**src/hw/rtl/mpie_pkg.sv**
```systemverilog
// shared types and constants for the mfm pulse interval encoder
package mpie_pkg;

  localparam int unsigned CMD_W            = 3;
  localparam int unsigned DATA_W           = 8;
  localparam int unsigned CODE_W           = 2;
  localparam int unsigned CFG_IDX_W        = 2;
  localparam int unsigned STEP_W           = 3;
  localparam int unsigned MPIE_QUEUE_DEPTH = 2;

  // command codes on the request channel
  localparam logic [CMD_W-1:0] CMD_ENCODE_CRC = 3'd0;
  localparam logic [CMD_W-1:0] CMD_ENCODE     = 3'd1;
  localparam logic [CMD_W-1:0] CMD_SYNC_MARK  = 3'd2;
  localparam logic [CMD_W-1:0] CMD_RAW_BYTE   = 3'd3;
  localparam logic [CMD_W-1:0] CMD_PAD_EVEN   = 3'd4;
  localparam logic [CMD_W-1:0] CMD_CRC_PRESET = 3'd5;
  localparam logic [CMD_W-1:0] CMD_EMIT_CRC   = 3'd6;

  // configuration register indexes
  localparam logic [CFG_IDX_W-1:0] CFG_CODE_4US = 2'd0;
  localparam logic [CFG_IDX_W-1:0] CFG_CODE_6US = 2'd1;
  localparam logic [CFG_IDX_W-1:0] CFG_CODE_8US = 2'd2;

  // crc-16-ccitt
  localparam logic [15:0] CRC_POLY  = 16'h1021;
  localparam logic [15:0] CRC_INIT  = 16'hFFFF;
  localparam logic [7:0]  SYNC_BYTE = 8'hA1;

  // flux change history patterns
  localparam logic [7:0] HIST_4US   = 8'h05;
  localparam logic [7:0] HIST_6US   = 8'h09;
  localparam logic [7:0] HIST_8US   = 8'h11;
  localparam logic [7:0] HIST_START = 8'h01;

  // index of the final step for each kind of operation
  localparam logic [STEP_W-1:0] LAST_STEP_ONE  = 3'd0;
  localparam logic [STEP_W-1:0] LAST_STEP_BYTE = 3'd3;
  localparam logic [STEP_W-1:0] LAST_STEP_CRC  = 3'd7;

  typedef enum logic [2:0] {
    OP_ENC_CRC,
    OP_ENC,
    OP_MARK,
    OP_RAW,
    OP_PAD,
    OP_PRESET,
    OP_EMIT_CRC,
    OP_NOP
  } op_e;

  typedef struct packed {
    op_e               op;
    logic [DATA_W-1:0] data;
    logic [STEP_W-1:0] last_step;
  } entry_t;

endpackage

```
**src/hw/rtl/mpie_if.sv**
```systemverilog
// request, result and configuration channel interfaces

interface mpie_cmd_if;
  import mpie_pkg::*;
  logic              valid;
  logic              ready;
  logic [CMD_W-1:0]  cmd;
  logic [DATA_W-1:0] data_byte;
  modport source (output valid, cmd, data_byte, input ready);
  modport sink   (input valid, cmd, data_byte, output ready);
endinterface

interface mpie_res_if;
  import mpie_pkg::*;
  logic              valid;
  logic              ready;
  logic [DATA_W-1:0] out_byte;
  logic              last;
  modport source (output valid, out_byte, last, input ready);
  modport sink   (input valid, out_byte, last, output ready);
endinterface

interface mpie_cfg_if;
  import mpie_pkg::*;
  logic                 valid;
  logic                 ready;
  logic [CFG_IDX_W-1:0] index;
  logic [CODE_W-1:0]    data;
  modport source (output valid, index, data, input ready);
  modport sink   (input valid, index, data, output ready);
endinterface

```
**src/hw/rtl/mpie_queue.sv**
```systemverilog
// small fifo of classified requests between front and back
module mpie_queue #(
  parameter int unsigned Depth = mpie_pkg::MPIE_QUEUE_DEPTH
) (
  input  logic            clk_i,
  input  logic            rst_ni,
  input  logic            wr_valid_i,
  output logic            wr_ready_o,
  input  mpie_pkg::entry_t wr_entry_i,
  output logic            rd_valid_o,
  output mpie_pkg::entry_t rd_entry_o,
  input  logic            rd_pop_i
);
  import mpie_pkg::*;

  localparam int unsigned PtrW = (Depth > 1) ? $clog2(Depth) : 1;
  localparam int unsigned CntW = $clog2(Depth + 1);

  entry_t          mem_q [Depth];
  logic [PtrW-1:0] wr_ptr_q, rd_ptr_q;
  logic [CntW-1:0] count_q;
  logic            push, pop;

  assign wr_ready_o = (count_q != CntW'(Depth));
  assign rd_valid_o = (count_q != '0);
  assign rd_entry_o = mem_q[rd_ptr_q];
  assign push       = wr_valid_i && wr_ready_o;
  assign pop        = rd_pop_i && rd_valid_o;

  // storage
  always_ff @(posedge clk_i) begin
    if (push) begin
      mem_q[wr_ptr_q] <= wr_entry_i;
    end
  end

  // pointers and fill count
  always_ff @(posedge clk_i or negedge rst_ni) begin
    if (!rst_ni) begin
      wr_ptr_q <= '0;
      rd_ptr_q <= '0;
      count_q  <= '0;
    end else begin
      if (push) begin
        wr_ptr_q <= (wr_ptr_q == PtrW'(Depth - 1)) ? '0 : wr_ptr_q + PtrW'(1);
      end
      if (pop) begin
        rd_ptr_q <= (rd_ptr_q == PtrW'(Depth - 1)) ? '0 : rd_ptr_q + PtrW'(1);
      end
      if (push && !pop) begin
        count_q <= count_q + CntW'(1);
      end else if (pop && !push) begin
        count_q <= count_q - CntW'(1);
      end
    end
  end

endmodule

```
**src/hw/rtl/mpie_front.sv**
```systemverilog
// request intake: classifies each command into an operation and a step count
module mpie_front (
  mpie_cmd_if.sink         cmd_i,
  output logic             q_valid_o,
  output mpie_pkg::entry_t q_entry_o,
  input  logic             q_ready_i
);
  import mpie_pkg::*;

  assign cmd_i.ready = q_ready_i;
  assign q_valid_o   = cmd_i.valid;

  // command decode
  always_comb begin
    q_entry_o.data = cmd_i.data_byte;
    unique case (cmd_i.cmd)
      CMD_ENCODE_CRC: begin
        q_entry_o.op        = OP_ENC_CRC;
        q_entry_o.last_step = LAST_STEP_BYTE;
      end
      CMD_ENCODE: begin
        q_entry_o.op        = OP_ENC;
        q_entry_o.last_step = LAST_STEP_BYTE;
      end
      CMD_SYNC_MARK: begin
        q_entry_o.op        = OP_MARK;
        q_entry_o.last_step = LAST_STEP_ONE;
      end
      CMD_RAW_BYTE: begin
        q_entry_o.op        = OP_RAW;
        q_entry_o.last_step = LAST_STEP_ONE;
      end
      CMD_PAD_EVEN: begin
        q_entry_o.op        = OP_PAD;
        q_entry_o.last_step = LAST_STEP_ONE;
      end
      CMD_CRC_PRESET: begin
        q_entry_o.op        = OP_PRESET;
        q_entry_o.last_step = LAST_STEP_ONE;
      end
      CMD_EMIT_CRC: begin
        q_entry_o.op        = OP_EMIT_CRC;
        q_entry_o.last_step = LAST_STEP_CRC;
      end
      default: begin
        q_entry_o.op        = OP_NOP;
        q_entry_o.last_step = LAST_STEP_ONE;
      end
    endcase
  end

endmodule

```
**src/hw/rtl/mpie_back.sv**
```systemverilog
// execution: mfm encoding two bits a step, interval codes, crc, output register
module mpie_back (
  input  logic             clk_i,
  input  logic             rst_ni,
  input  logic             head_valid_i,
  input  mpie_pkg::entry_t head_i,
  output logic             pop_o,
  mpie_res_if.source       res_o,
  mpie_cfg_if.sink         cfg_i
);
  import mpie_pkg::*;

  typedef struct packed {
    logic        prev;
    logic [7:0]  hist;
    logic [7:0]  shift;
    logic [1:0]  cnt;
  } enc_st_t;

  typedef struct packed {
    enc_st_t     st;
    logic        nv;
    logic [7:0]  nb;
  } step_res_t;

  // append one code, a full byte comes out every fourth code
  function automatic step_res_t add_code(step_res_t r, logic [CODE_W-1:0] code);
    step_res_t o;
    o          = r;
    o.st.shift = {r.st.shift[5:0], code};
    o.st.cnt   = r.st.cnt + 2'd1;
    if (o.st.cnt == 2'd0) begin
      o.nv = 1'b1;
      o.nb = o.st.shift;
    end
    return o;
  endfunction

  // one change slot into the history, match the interval on a change
  function automatic step_res_t change_slot(step_res_t r, logic chg,
                                            logic [CODE_W-1:0] c4,
                                            logic [CODE_W-1:0] c6,
                                            logic [CODE_W-1:0] c8);
    step_res_t         o;
    logic [7:0]        h;
    logic [CODE_W-1:0] code;
    logic              hit;
    o    = r;
    h    = {r.st.hist[6:0], chg};
    hit  = 1'b0;
    code = c4;
    if (chg) begin
      if (h == HIST_4US) begin
        hit  = 1'b1;
        code = c4;
      end else if (h == HIST_6US) begin
        hit  = 1'b1;
        code = c6;
      end else if (h == HIST_8US) begin
        hit  = 1'b1;
        code = c8;
      end
    end
    o.st.hist = hit ? HIST_START : h;
    if (hit) begin
      o = add_code(o, code);
    end
    return o;
  endfunction

  // mfm encode two data bits, msb first
  function automatic step_res_t enc_pair(step_res_t r, logic [1:0] pair,
                                         logic [CODE_W-1:0] c4,
                                         logic [CODE_W-1:0] c6,
                                         logic [CODE_W-1:0] c8);
    step_res_t o;
    logic      b;
    o = r;
    for (int i = 1; i >= 0; i--) begin
      b = pair[i];
      o = change_slot(o, !b && !o.st.prev, c4, c6, c8);
      o = change_slot(o, b, c4, c6, c8);
      o.st.prev = b;
    end
    return o;
  endfunction

  // crc-16-ccitt over one byte, msb first
  function automatic logic [15:0] crc_byte(logic [15:0] crc, logic [7:0] d);
    logic [15:0] c;
    logic        fb;
    c = crc;
    for (int i = 7; i >= 0; i--) begin
      fb = c[15] ^ d[i];
      c  = {c[14:0], 1'b0} ^ (fb ? CRC_POLY : 16'h0000);
    end
    return c;
  endfunction

  logic [CODE_W-1:0] code_4us_q, code_6us_q, code_8us_q;
  enc_st_t           enc_q;
  logic [15:0]       crc_q, crc_d;
  logic              odd_q;
  logic [STEP_W-1:0] step_q;
  logic              flush_q;
  logic              held_v_q, held_v_d;
  logic [7:0]        held_b_q;
  logic              out_v_q;
  logic [7:0]        out_b_q;
  logic              out_l_q;

  step_res_t         r_in, res;
  logic [7:0]        src_byte;
  logic [1:0]        pair;
  logic              is_final, push, push_last, out_free, go, flush_go;
  logic [7:0]        push_byte;

  // configuration registers
  assign cfg_i.ready = 1'b1;

  always_ff @(posedge clk_i or negedge rst_ni) begin
    if (!rst_ni) begin
      code_4us_q <= 2'd1;
      code_6us_q <= 2'd2;
      code_8us_q <= 2'd3;
    end else if (cfg_i.valid) begin
      unique case (cfg_i.index)
        CFG_CODE_4US: code_4us_q <= cfg_i.data;
        CFG_CODE_6US: code_6us_q <= cfg_i.data;
        CFG_CODE_8US: code_8us_q <= cfg_i.data;
        default: ;
      endcase
    end
  end

  // source byte and bit pair of the current step
  always_comb begin
    if (head_i.op == OP_EMIT_CRC) begin
      src_byte = step_q[2] ? crc_q[7:0] : crc_q[15:8];
    end else begin
      src_byte = head_i.data;
    end
    unique case (step_q[1:0])
      2'd0:    pair = src_byte[7:6];
      2'd1:    pair = src_byte[5:4];
      2'd2:    pair = src_byte[3:2];
      default: pair = src_byte[1:0];
    endcase
  end

  // one step of the head operation
  always_comb begin
    r_in  = '{st: enc_q, nv: 1'b0, nb: 8'h00};
    res   = r_in;
    crc_d = crc_q;
    unique case (head_i.op)
      OP_ENC_CRC: begin
        res = enc_pair(r_in, pair, code_4us_q, code_6us_q, code_8us_q);
        if (step_q == '0) begin
          crc_d = crc_byte(crc_q, head_i.data);
        end
      end
      OP_ENC, OP_EMIT_CRC: begin
        res = enc_pair(r_in, pair, code_4us_q, code_6us_q, code_8us_q);
      end
      OP_MARK: begin
        res   = add_code(r_in, code_8us_q);
        res   = add_code(res, code_6us_q);
        res   = add_code(res, code_8us_q);
        res   = add_code(res, code_6us_q);
        crc_d = crc_byte(crc_q, SYNC_BYTE);
      end
      OP_RAW: begin
        res.nv = 1'b1;
        res.nb = head_i.data;
      end
      OP_PAD: begin
        res.nv = odd_q;
        res.nb = 8'h00;
      end
      OP_PRESET: begin
        crc_d = CRC_INIT;
      end
      default: ;
    endcase
  end

  // output push decision: a byte is held until it is known whether it closes the request
  always_comb begin
    is_final  = (step_q == head_i.last_step);
    push      = 1'b0;
    push_last = 1'b0;
    push_byte = held_b_q;
    held_v_d  = held_v_q;
    if (flush_q) begin
      push      = 1'b1;
      push_last = 1'b1;
    end else if (head_valid_i) begin
      if (res.nv && held_v_q) begin
        push     = 1'b1;
        held_v_d = 1'b1;
      end else if (res.nv && !is_final) begin
        held_v_d = 1'b1;
      end else if (res.nv) begin
        push      = 1'b1;
        push_last = 1'b1;
        push_byte = res.nb;
      end else if (held_v_q && is_final) begin
        push      = 1'b1;
        push_last = 1'b1;
        held_v_d  = 1'b0;
      end
    end
    out_free = !out_v_q || res_o.ready;
    go       = head_valid_i && !flush_q && (!push || out_free);
    flush_go = flush_q && out_free;
  end

  assign pop_o = go && is_final;

  // control and encoder state
  always_ff @(posedge clk_i or negedge rst_ni) begin
    if (!rst_ni) begin
      enc_q    <= '0;
      crc_q    <= CRC_INIT;
      odd_q    <= 1'b0;
      step_q   <= '0;
      flush_q  <= 1'b0;
      held_v_q <= 1'b0;
      out_v_q  <= 1'b0;
    end else begin
      if (go) begin
        enc_q    <= res.st;
        crc_q    <= crc_d;
        odd_q    <= odd_q ^ res.nv;
        step_q   <= is_final ? '0 : step_q + STEP_W'(1);
        held_v_q <= held_v_d;
        flush_q  <= is_final && res.nv && held_v_q;
      end else if (flush_go) begin
        held_v_q <= 1'b0;
        flush_q  <= 1'b0;
      end
      if (push && (go || flush_go)) begin
        out_v_q <= 1'b1;
      end else if (res_o.ready) begin
        out_v_q <= 1'b0;
      end
    end
  end

  // held byte and output payload
  always_ff @(posedge clk_i) begin
    if (go && res.nv) begin
      held_b_q <= res.nb;
    end
    if (push && (go || flush_go)) begin
      out_b_q <= push_byte;
      out_l_q <= push_last;
    end
  end

  assign res_o.valid    = out_v_q;
  assign res_o.out_byte = out_b_q;
  assign res_o.last     = out_l_q;

endmodule

```
**src/hw/rtl/mfm_pulse_interval_encoder.sv**
```systemverilog
// mfm pulse interval encoder top level
// encode and crc emit requests take two data bits per cycle unless the result output stalls
// a flush step follows when the final step of a request yields a byte while another is held
// a raw or pad result passes the queue and the output register before it is valid
// the two-entry queue lets the next requests enter while the back end works or stalls
// reset is asynchronous active low and restores codes, crc and encoder state at once
module mfm_pulse_interval_encoder #(
  parameter int unsigned QueueDepth = mpie_pkg::MPIE_QUEUE_DEPTH
) (
  input  logic       clk_i,
  input  logic       rst_ni,
  mpie_cmd_if.sink   cmd_i,
  mpie_res_if.source res_o,
  mpie_cfg_if.sink   cfg_i
);
  import mpie_pkg::*;

  logic   wr_valid, wr_ready, rd_valid, rd_pop;
  entry_t wr_entry, rd_entry;

  // intake and classification
  mpie_front u_front (
    .cmd_i     (cmd_i),
    .q_valid_o (wr_valid),
    .q_entry_o (wr_entry),
    .q_ready_i (wr_ready)
  );

  // decoupling queue
  mpie_queue #(
    .Depth (QueueDepth)
  ) u_queue (
    .clk_i      (clk_i),
    .rst_ni     (rst_ni),
    .wr_valid_i (wr_valid),
    .wr_ready_o (wr_ready),
    .wr_entry_i (wr_entry),
    .rd_valid_o (rd_valid),
    .rd_entry_o (rd_entry),
    .rd_pop_i   (rd_pop)
  );

  // execution and result register
  mpie_back u_back (
    .clk_i        (clk_i),
    .rst_ni       (rst_ni),
    .head_valid_i (rd_valid),
    .head_i       (rd_entry),
    .pop_o        (rd_pop),
    .res_o        (res_o),
    .cfg_i        (cfg_i)
  );

endmodule

```
**src/flat_wrapper.sv**
```systemverilog
// flat-port wrapper written by rule: the top's interface ports become plain ports
module mfm_pulse_interval_encoder_flat import mpie_pkg::*;
#(
  parameter int unsigned QueueDepth = mpie_pkg::MPIE_QUEUE_DEPTH
)
  (clk_i, rst_ni, cmd_i_valid, cmd_i_cmd, cmd_i_data_byte, cmd_i_ready, res_o_valid, res_o_out_byte, res_o_last, res_o_ready, cfg_i_valid, cfg_i_index, cfg_i_data, cfg_i_ready);
  mpie_cmd_if cmd_i_i ();
  mpie_res_if res_o_i ();
  mpie_cfg_if cfg_i_i ();
  input  logic clk_i;
  input  logic rst_ni;
  input wire logic [$bits(cmd_i_i.valid)-1:0] cmd_i_valid;
  input wire logic [$bits(cmd_i_i.cmd)-1:0] cmd_i_cmd;
  input wire logic [$bits(cmd_i_i.data_byte)-1:0] cmd_i_data_byte;
  output wire logic [$bits(cmd_i_i.ready)-1:0] cmd_i_ready;
  output wire logic [$bits(res_o_i.valid)-1:0] res_o_valid;
  output wire logic [$bits(res_o_i.out_byte)-1:0] res_o_out_byte;
  output wire logic [$bits(res_o_i.last)-1:0] res_o_last;
  input wire logic [$bits(res_o_i.ready)-1:0] res_o_ready;
  input wire logic [$bits(cfg_i_i.valid)-1:0] cfg_i_valid;
  input wire logic [$bits(cfg_i_i.index)-1:0] cfg_i_index;
  input wire logic [$bits(cfg_i_i.data)-1:0] cfg_i_data;
  output wire logic [$bits(cfg_i_i.ready)-1:0] cfg_i_ready;
  assign cmd_i_i.valid = cmd_i_valid;
  assign cmd_i_i.cmd = cmd_i_cmd;
  assign cmd_i_i.data_byte = cmd_i_data_byte;
  assign cmd_i_ready = cmd_i_i.ready;
  assign res_o_valid = res_o_i.valid;
  assign res_o_out_byte = res_o_i.out_byte;
  assign res_o_last = res_o_i.last;
  assign res_o_i.ready = res_o_ready;
  assign cfg_i_i.valid = cfg_i_valid;
  assign cfg_i_i.index = cfg_i_index;
  assign cfg_i_i.data = cfg_i_data;
  assign cfg_i_ready = cfg_i_i.ready;
  mfm_pulse_interval_encoder #(.QueueDepth(QueueDepth)) u_core (.clk_i(clk_i), .rst_ni(rst_ni), .cmd_i(cmd_i_i), .res_o(res_o_i), .cfg_i(cfg_i_i));
endmodule
```
**config.mk**
```make
export PLATFORM = sky130hd
export DESIGN_NAME = mfm_pulse_interval_encoder_flat
export DESIGN_NICKNAME = d
export VERILOG_FILES = /design/src/hw/rtl/mpie_pkg.sv /design/src/hw/rtl/mpie_if.sv /design/src/hw/rtl/mpie_queue.sv /design/src/hw/rtl/mpie_front.sv /design/src/hw/rtl/mpie_back.sv /design/src/hw/rtl/mfm_pulse_interval_encoder.sv /design/src/flat_wrapper.sv
export SDC_FILE = /design/constraint.sdc
export NUM_CORES = 1
export LEC_CHECK = 0
export ABC_AREA = 1
export BUFFER_PORTS_ARGS = -buffer_cell sky130_fd_sc_hd__buf_4
export CAP_MARGIN = 15
export CORE_UTILIZATION = 57
export CTS_BUF_LIST = sky130_fd_sc_hd__clkbuf_4 sky130_fd_sc_hd__clkbuf_8 sky130_fd_sc_hd__clkbuf_16
export CTS_CLUSTER_SIZE = 10
export DETAILED_ROUTE_END_ITERATION = 12
export PLACE_DENSITY = 0.8
export RECOVER_POWER = 50
export SLEW_MARGIN = 25
export SYNTH_ARGS = -nofsm -noshare
export SYNTH_HDL_FRONTEND = slang
export SYNTH_HIERARCHICAL = 1
export SYNTH_SLANG_ARGS = --single-unit
```
**constraint.sdc**
```tcl
create_clock -name clk_i -period 5.4 [get_ports clk_i]
set_clock_uncertainty 0.15 [all_clocks]
set_input_delay 0 -clock clk_i [delete_from_list [all_inputs] [get_ports clk_i]]
set_output_delay 0 -clock clk_i [all_outputs]
set_load 0.03 [all_outputs]
```
Yosys cells after proc, flatten, opt, wreduce, memory -nomap -nowiden --
Memories as Yosys holds them, arrays and structs flattened. Cells that the tools add are included.
Storage, ports and cells: bits in registers 66, RAM bits 28, input port bits 20, output and inout bits 12, word-level logic and storage cells 318, memories kept 1
Memory list:
- u_core.u_queue.mem_q | depth 2, width 14, rd ports 1, clocked after Yosys merged registers in 0, wr ports 1, RTL line mpie_queue.sv:19 | entry_t mem_q [Depth];
Cells by class: add/sub/neg operators 15, equality and inequality tests 44, muxes and demuxes 153, bitwise gates (word level) 26, reductions and logical operators 60
Operators by type and width (number):
- 16-bit by 13-bit bitwise XOR with 16-bit output | 16
- 13-bit 2-to-1 mux | 16
- 26-bit 2-to-1 mux | 6
- 19-bit 2-to-1 mux | 8
- 9-bit 2-to-1 mux | 11
- 8-bit 2-to-1 mux | 9
- 2-bit 2-to-1 mux | 30
- 1-bit 2-to-1 mux | 59
- 19-bit one-hot mux with 3 select lines | 1
- 8-bit by 3-bit == test with 1-bit output, second input constant | 7
- 8-bit by 4-bit == test with 1-bit output, second input constant | 7
- 8-bit by 5-bit == test with 1-bit output, second input constant | 7
- 16-bit one-hot mux with 3 select lines | 1
- 9-bit one-hot mux with 5 select lines | 1
- 7-bit 2-to-1 mux | 6
- 2-bit logical NOT | 12
- 2-bit by 1-bit adder with 2-bit output, second input constant | 11
- 3-bit one-hot mux with 7 select lines | 1
- 3-bit == test, second input constant | 6
- 1-bit logical AND | 17
- 16-bit 2-to-1 mux | 1
- 3-bit by 2-bit == test with 1-bit output, second input constant | 4
- 2-bit nonzero test | 5
- 1-bit logical NOT | 9
- 22 further kinds | 47

Longest topological paths before layout --
An unclocked memory read counts as a cell.
depth in word-level cells 51, depth in mapped cells 42, gate-level depth less buffers 39

By module --
Netlist, hierarchy kept.
Modules (own cells, without submodules):
- mpie_back | times used 1, cells an instance 744, area an instance 5245.0 µm², sequential area each 1636.6 µm²
- mpie_queue | times used 1, cells an instance 102, area an instance 1282.5 µm², sequential area each 940.9 µm²
- mpie_front | times used 1, cells an instance 21, area an instance 121.4 µm², sequential area each 0.0 µm²

Worst setup path after synthesis --
No wires, ideal clock.
kind register to register, start point register u_core.u_queue.rd_ptr_q, end point register u_core.u_queue.count_q[1], library setup time 0.117 ns, data arrival time 4.891 ns, data required time 5.133 ns, slack 0.242 ns, cell stages (with the launch flop) 42, buffers on the path 4, period minus slack after synthesis 5.158 ns, cells stage by stage dfrtp_1 -> buf_6 -> inv_6 -> buf_6 -> nand2_1 -> nand2_1 -> buf_4 -> nand3_4 -> inv_2 -> nand2_1 -> inv_1 -> nand2_1 -> nand3_2 -> nand2_4 -> nor2_4 -> o31ai_4 -> clkbuf_1 -> nand2_1 -> [6 not listed] -> o21ai_0 -> inv_1 -> ha_1 -> nor2_1 -> nand2_1 -> nand3_2 -> nand2_4 -> nand2_4 -> nand3_4 -> nand2_4 -> nand2_1 -> nor2_1 -> nand2_2 -> ha_1 -> inv_1 -> nand3_1 -> nand2_1 -> nand2_1
RTL lines:
- from (decl) | RTL line mpie_queue.sv:20 | logic [PtrW-1:0] wr_ptr_q, rd_ptr_q;
- from (signal assigned) | RTL line mpie_queue.sv:48 | rd_ptr_q <= (rd_ptr_q == PtrW'(Depth - 1)) ? '0 : rd_ptr_q + PtrW'(1);
- to (signal assigned) | RTL line mpie_queue.sv:51 | count_q <= count_q + CntW'(1);
- to (signal assigned) | RTL line mpie_queue.sv:53 | count_q <= count_q - CntW'(1);
- to (decl) | RTL line mpie_queue.sv:21 | logic [CntW-1:0] count_q;

==> reports/qor.yml <==
yosys:
  synth_area_um2: 6650
  syn-instance-count: 867
  synthArstFlopShare_pct: 51.6
  synth_edf_count: 45
  syn-num-nets: 899
  avgSynthCellArea_um2: 7.67
  yosys_warnings: 6
  synth-main-ff-cell: "edfxtp_1"
  yosysSeqAreaShare_pct: 38.8
  synth.distinct_cells: 52
  ys_ff_latch: 93
clock_network:
  clk_latency_ps: 350
  cts_sinks: 93
  clkTransAtPathRegs_ps: 70
  htreeDepth: 3
  cts_tree: "built"
  cts_buffers: 9
  root_buffer: "clkbuf_16"
  clock_path_buffers: 2
floorplanning:
  die_width_um: 110
  dieArea_um2: 12100
  core_area_um2: 11400
  die_y_um: 110
  pin_count: 32
  row_count: 39
  start_util_pct: 58.5
global_routing:
  grt_pass1_wl_um: 26800
  antenna_found_initial: 0
  grtUsageTotal_pct: 29.3
  grt_pass1_vias: 5530
  grt_overflow: 0
  grt_max_degree: 49
critical_path:
  max_stage_delay_ps: 460
  start_kind: "flip-flop"
  path_common_cell: "nand2_1"
  crit_slowest_cell: "dfrtp_2"
  arrival_ps: 5150
  path_max_fanout: 8
  end_kind: "flip-flop"
  worstPathRequired_ps: 5490
  critical_path_class: "flip-flop to flip-flop"
worst_hold_path:
  hold_path.class: "input pin to flip-flop"
sta:
  slew_viol_final: 49
  finalSetupViolations: 0
  slew_headroom_pct: -82.5
  fin_tns_setup_ps: 0
  post-route-period-util_pct: 93.6
  tightestPinTransition_ps: 2740
  layout_min_cycle_time_ps: 5060
  hold_violations: 0
  max_freq_mhz: 198
drt:
  drt-total-wl_um: 17100
  vias_per_cell: 5.70
  via_count: 6053
  drc_errors: 0
  wl_per_cell_um: 16.1
  drtAntennaViolNets: 0
  drt_pass1_iterations: 5
  drt_iter0_drc: 445
placed_design:
  numPortBuffers: 30
  place_area_um2: 6840
  place_congestion: 0.988
  dp_hpwl_um: 11900
final_layout:
  synthToLayoutAreaGrowth_pct: 11.9
  nets: 946
  drive_gt1_share_pct: 17.2
  fin_area_um2: 7440
  antenna_cells: 0
run_status:
  failed_checks: "capacitance limit, slew limit"
  status: "complete, but fails checks"
run:
  drv_cap: 1
-- worst max-delay path, delay by kind of cell, from the launching register on --
family	cells	cell delay, ps
and+or+nand+nor	24	2390
adders and majority gates	4	1000
buffers and inverters	6	500
DFF	1	460
AOI/OAI and AO/OA	2	220
xor gates and xnor gates	1	220
-- cell usage after synthesis, types with 9 or more instances --
cell | n | area share [%]
nand2_2 | 13 | 1.2
clkbuf_1 | 16 | 0.90
edfxtp_1 | 45 | 20
buf_6 | 9 | 1.5
xor2_1 | 11 | 1.4
a21oi_1 | 37 | 2.8
inv_1 | 74 | 4.2
inv_2 | 9 | 0.51
nor2_1 | 38 | 2.1
dfstp_2 | 20 | 7.9
o21ai_2 | 20 | 2.6
ha_1 | 12 | 2.3
o21ai_0 | 85 | 6.4
xnor2_1 | 20 | 2.6
nand2_1 | 273 | 15
nand3_1 | 54 | 4.1
o211ai_1 | 9 | 1.0
dfrtp_1 | 28 | 11
buf_4 | 15 | 1.7
-- state kept, by name (all words and copies together) (netlist names), 3 cells and up --
register                      flops
u_core/u_back/crc_q              16
u_core/u_back/held_b_q            8
u_core/u_back/res_o.out_byte      8
u_core/u_back/enc_q              15
u_core/u_back/step_q              3
u_core/u_queue/mem_q             28
-- per-layer routing --
metal	track usage (%)	vias to the layer above	wire, um
met5	0	-	0
met4	13.0	0	559
met3	5.70	58	1090
met2	50.0	252	8330
met1	35.8	2796	7090
li1	-	2947	-
-- kinds of logic after synthesis --
| logic type | Yosys count | synth area share, % |
|---|---|---|
| compound gates | 178 | 16.2 |
| xor+xnor | 32 | 4.33 |
| fa+ha+maj | 12 | 2.26 |
| buf+inv | 127 | 9.13 |
| flops | 93 | 38.8 |
| mux | 2 | 0.301 |
| other cells | 1 | 0.0564 |
| simple gates | 422 | 29.0 |
-- layout by cell type (no fill, tap or decap), types with 3 or more instances in the layout --
cell / synthesis / layout
nand2_4: 7 / 4
dfrtp_1: 28 / 27
clkbuf_16: 0 / 9
clkbuf_4: 0 / 8
o22ai_1: 3 / 3
o21ai_1: 4 / 5
xor2_1: 11 / 10
nand2_1: 273 / 273
inv_2: 9 / 8
xnor2_1: 20 / 20
nor3_1: 6 / 6
or2_2: 4 / 4
o211ai_1: 9 / 9
clkbuf_1: 16 / 17
inv_1: 74 / 75
a21oi_1: 37 / 37
nand3_1: 54 / 53
nor2_1: 38 / 36
o21ai_0: 85 / 83
o221ai_1: 3 / 3
nand3_4: 5 / 5
edfxtp_1: 45 / 45
dlygate4sd3_1: 0 / 23
ha_1: 12 / 10
nor2_2: 4 / 6
nand4_1: 7 / 7
nand2_2: 13 / 15
nand3_2: 6 / 7
dfstp_2: 20 / 18
a22oi_1: 5 / 5
buf_4: 15 / 31
o21ai_2: 20 / 21
-- path summary, 6_finish.rpt --
path                                          from                         end  slack, ps  cells after the start
max in group asynchronous                   rst_ni     u_core/u_queue/rd_ptr_q       2430                      2
hold reg to reg             u_core/u_back/crc_q[5]      u_core/u_back/crc_q[5]        330                      2
setup reg to reg           u_core/u_queue/rd_ptr_q   u_core/u_queue/count_q[1]        340                     37
hold / removal                  cmd_i_data_byte[0]  u_core/u_queue/mem_q[1][3]        240                      2
setup / recovery           u_core/u_queue/rd_ptr_q   u_core/u_queue/count_q[1]        340                     37
min in group asynchronous                   rst_ni      u_core/u_back/enc_q[6]        920                      2
-- through the flow --
stage	worst slack, ps	hold WS [ps]	std cells	util (%)
6_report	343	242	1062	65.4
5_1_grt	-31.0	249	1062	65.4
4_1_cts	21.0	97.3	1045	64.6
3_5_place_dp	-64.5	-71.6	1006	60.1
3_3_place_gp	157	-82.4	1006	60.1
2_1_floorplan	242	-446	867	-
-- timing repair --
action | CTS | global route
pin swaps | 0 | 6
endpoints found under the setup margin | 1 | 41
resized for setup | 1 | 12
setup buffers | 0 | 17
endpoints found under the hold margin | 85 | 0
hold buffers | 23 | 0
-- cell type report --
class                      count  area, um^2
multi-input combinational    647        3500
timing repair buffer          78         579
tap                          143         179
clock buffer                  10         233
clock inverter                 6        46.3
sequential                    93        2580
fill                         943        3930
inverter                      85         324
Power is left out: the tool's default activity adds up to more than one toggle a clock period on the data nets, which glitch-free logic cannot reach.
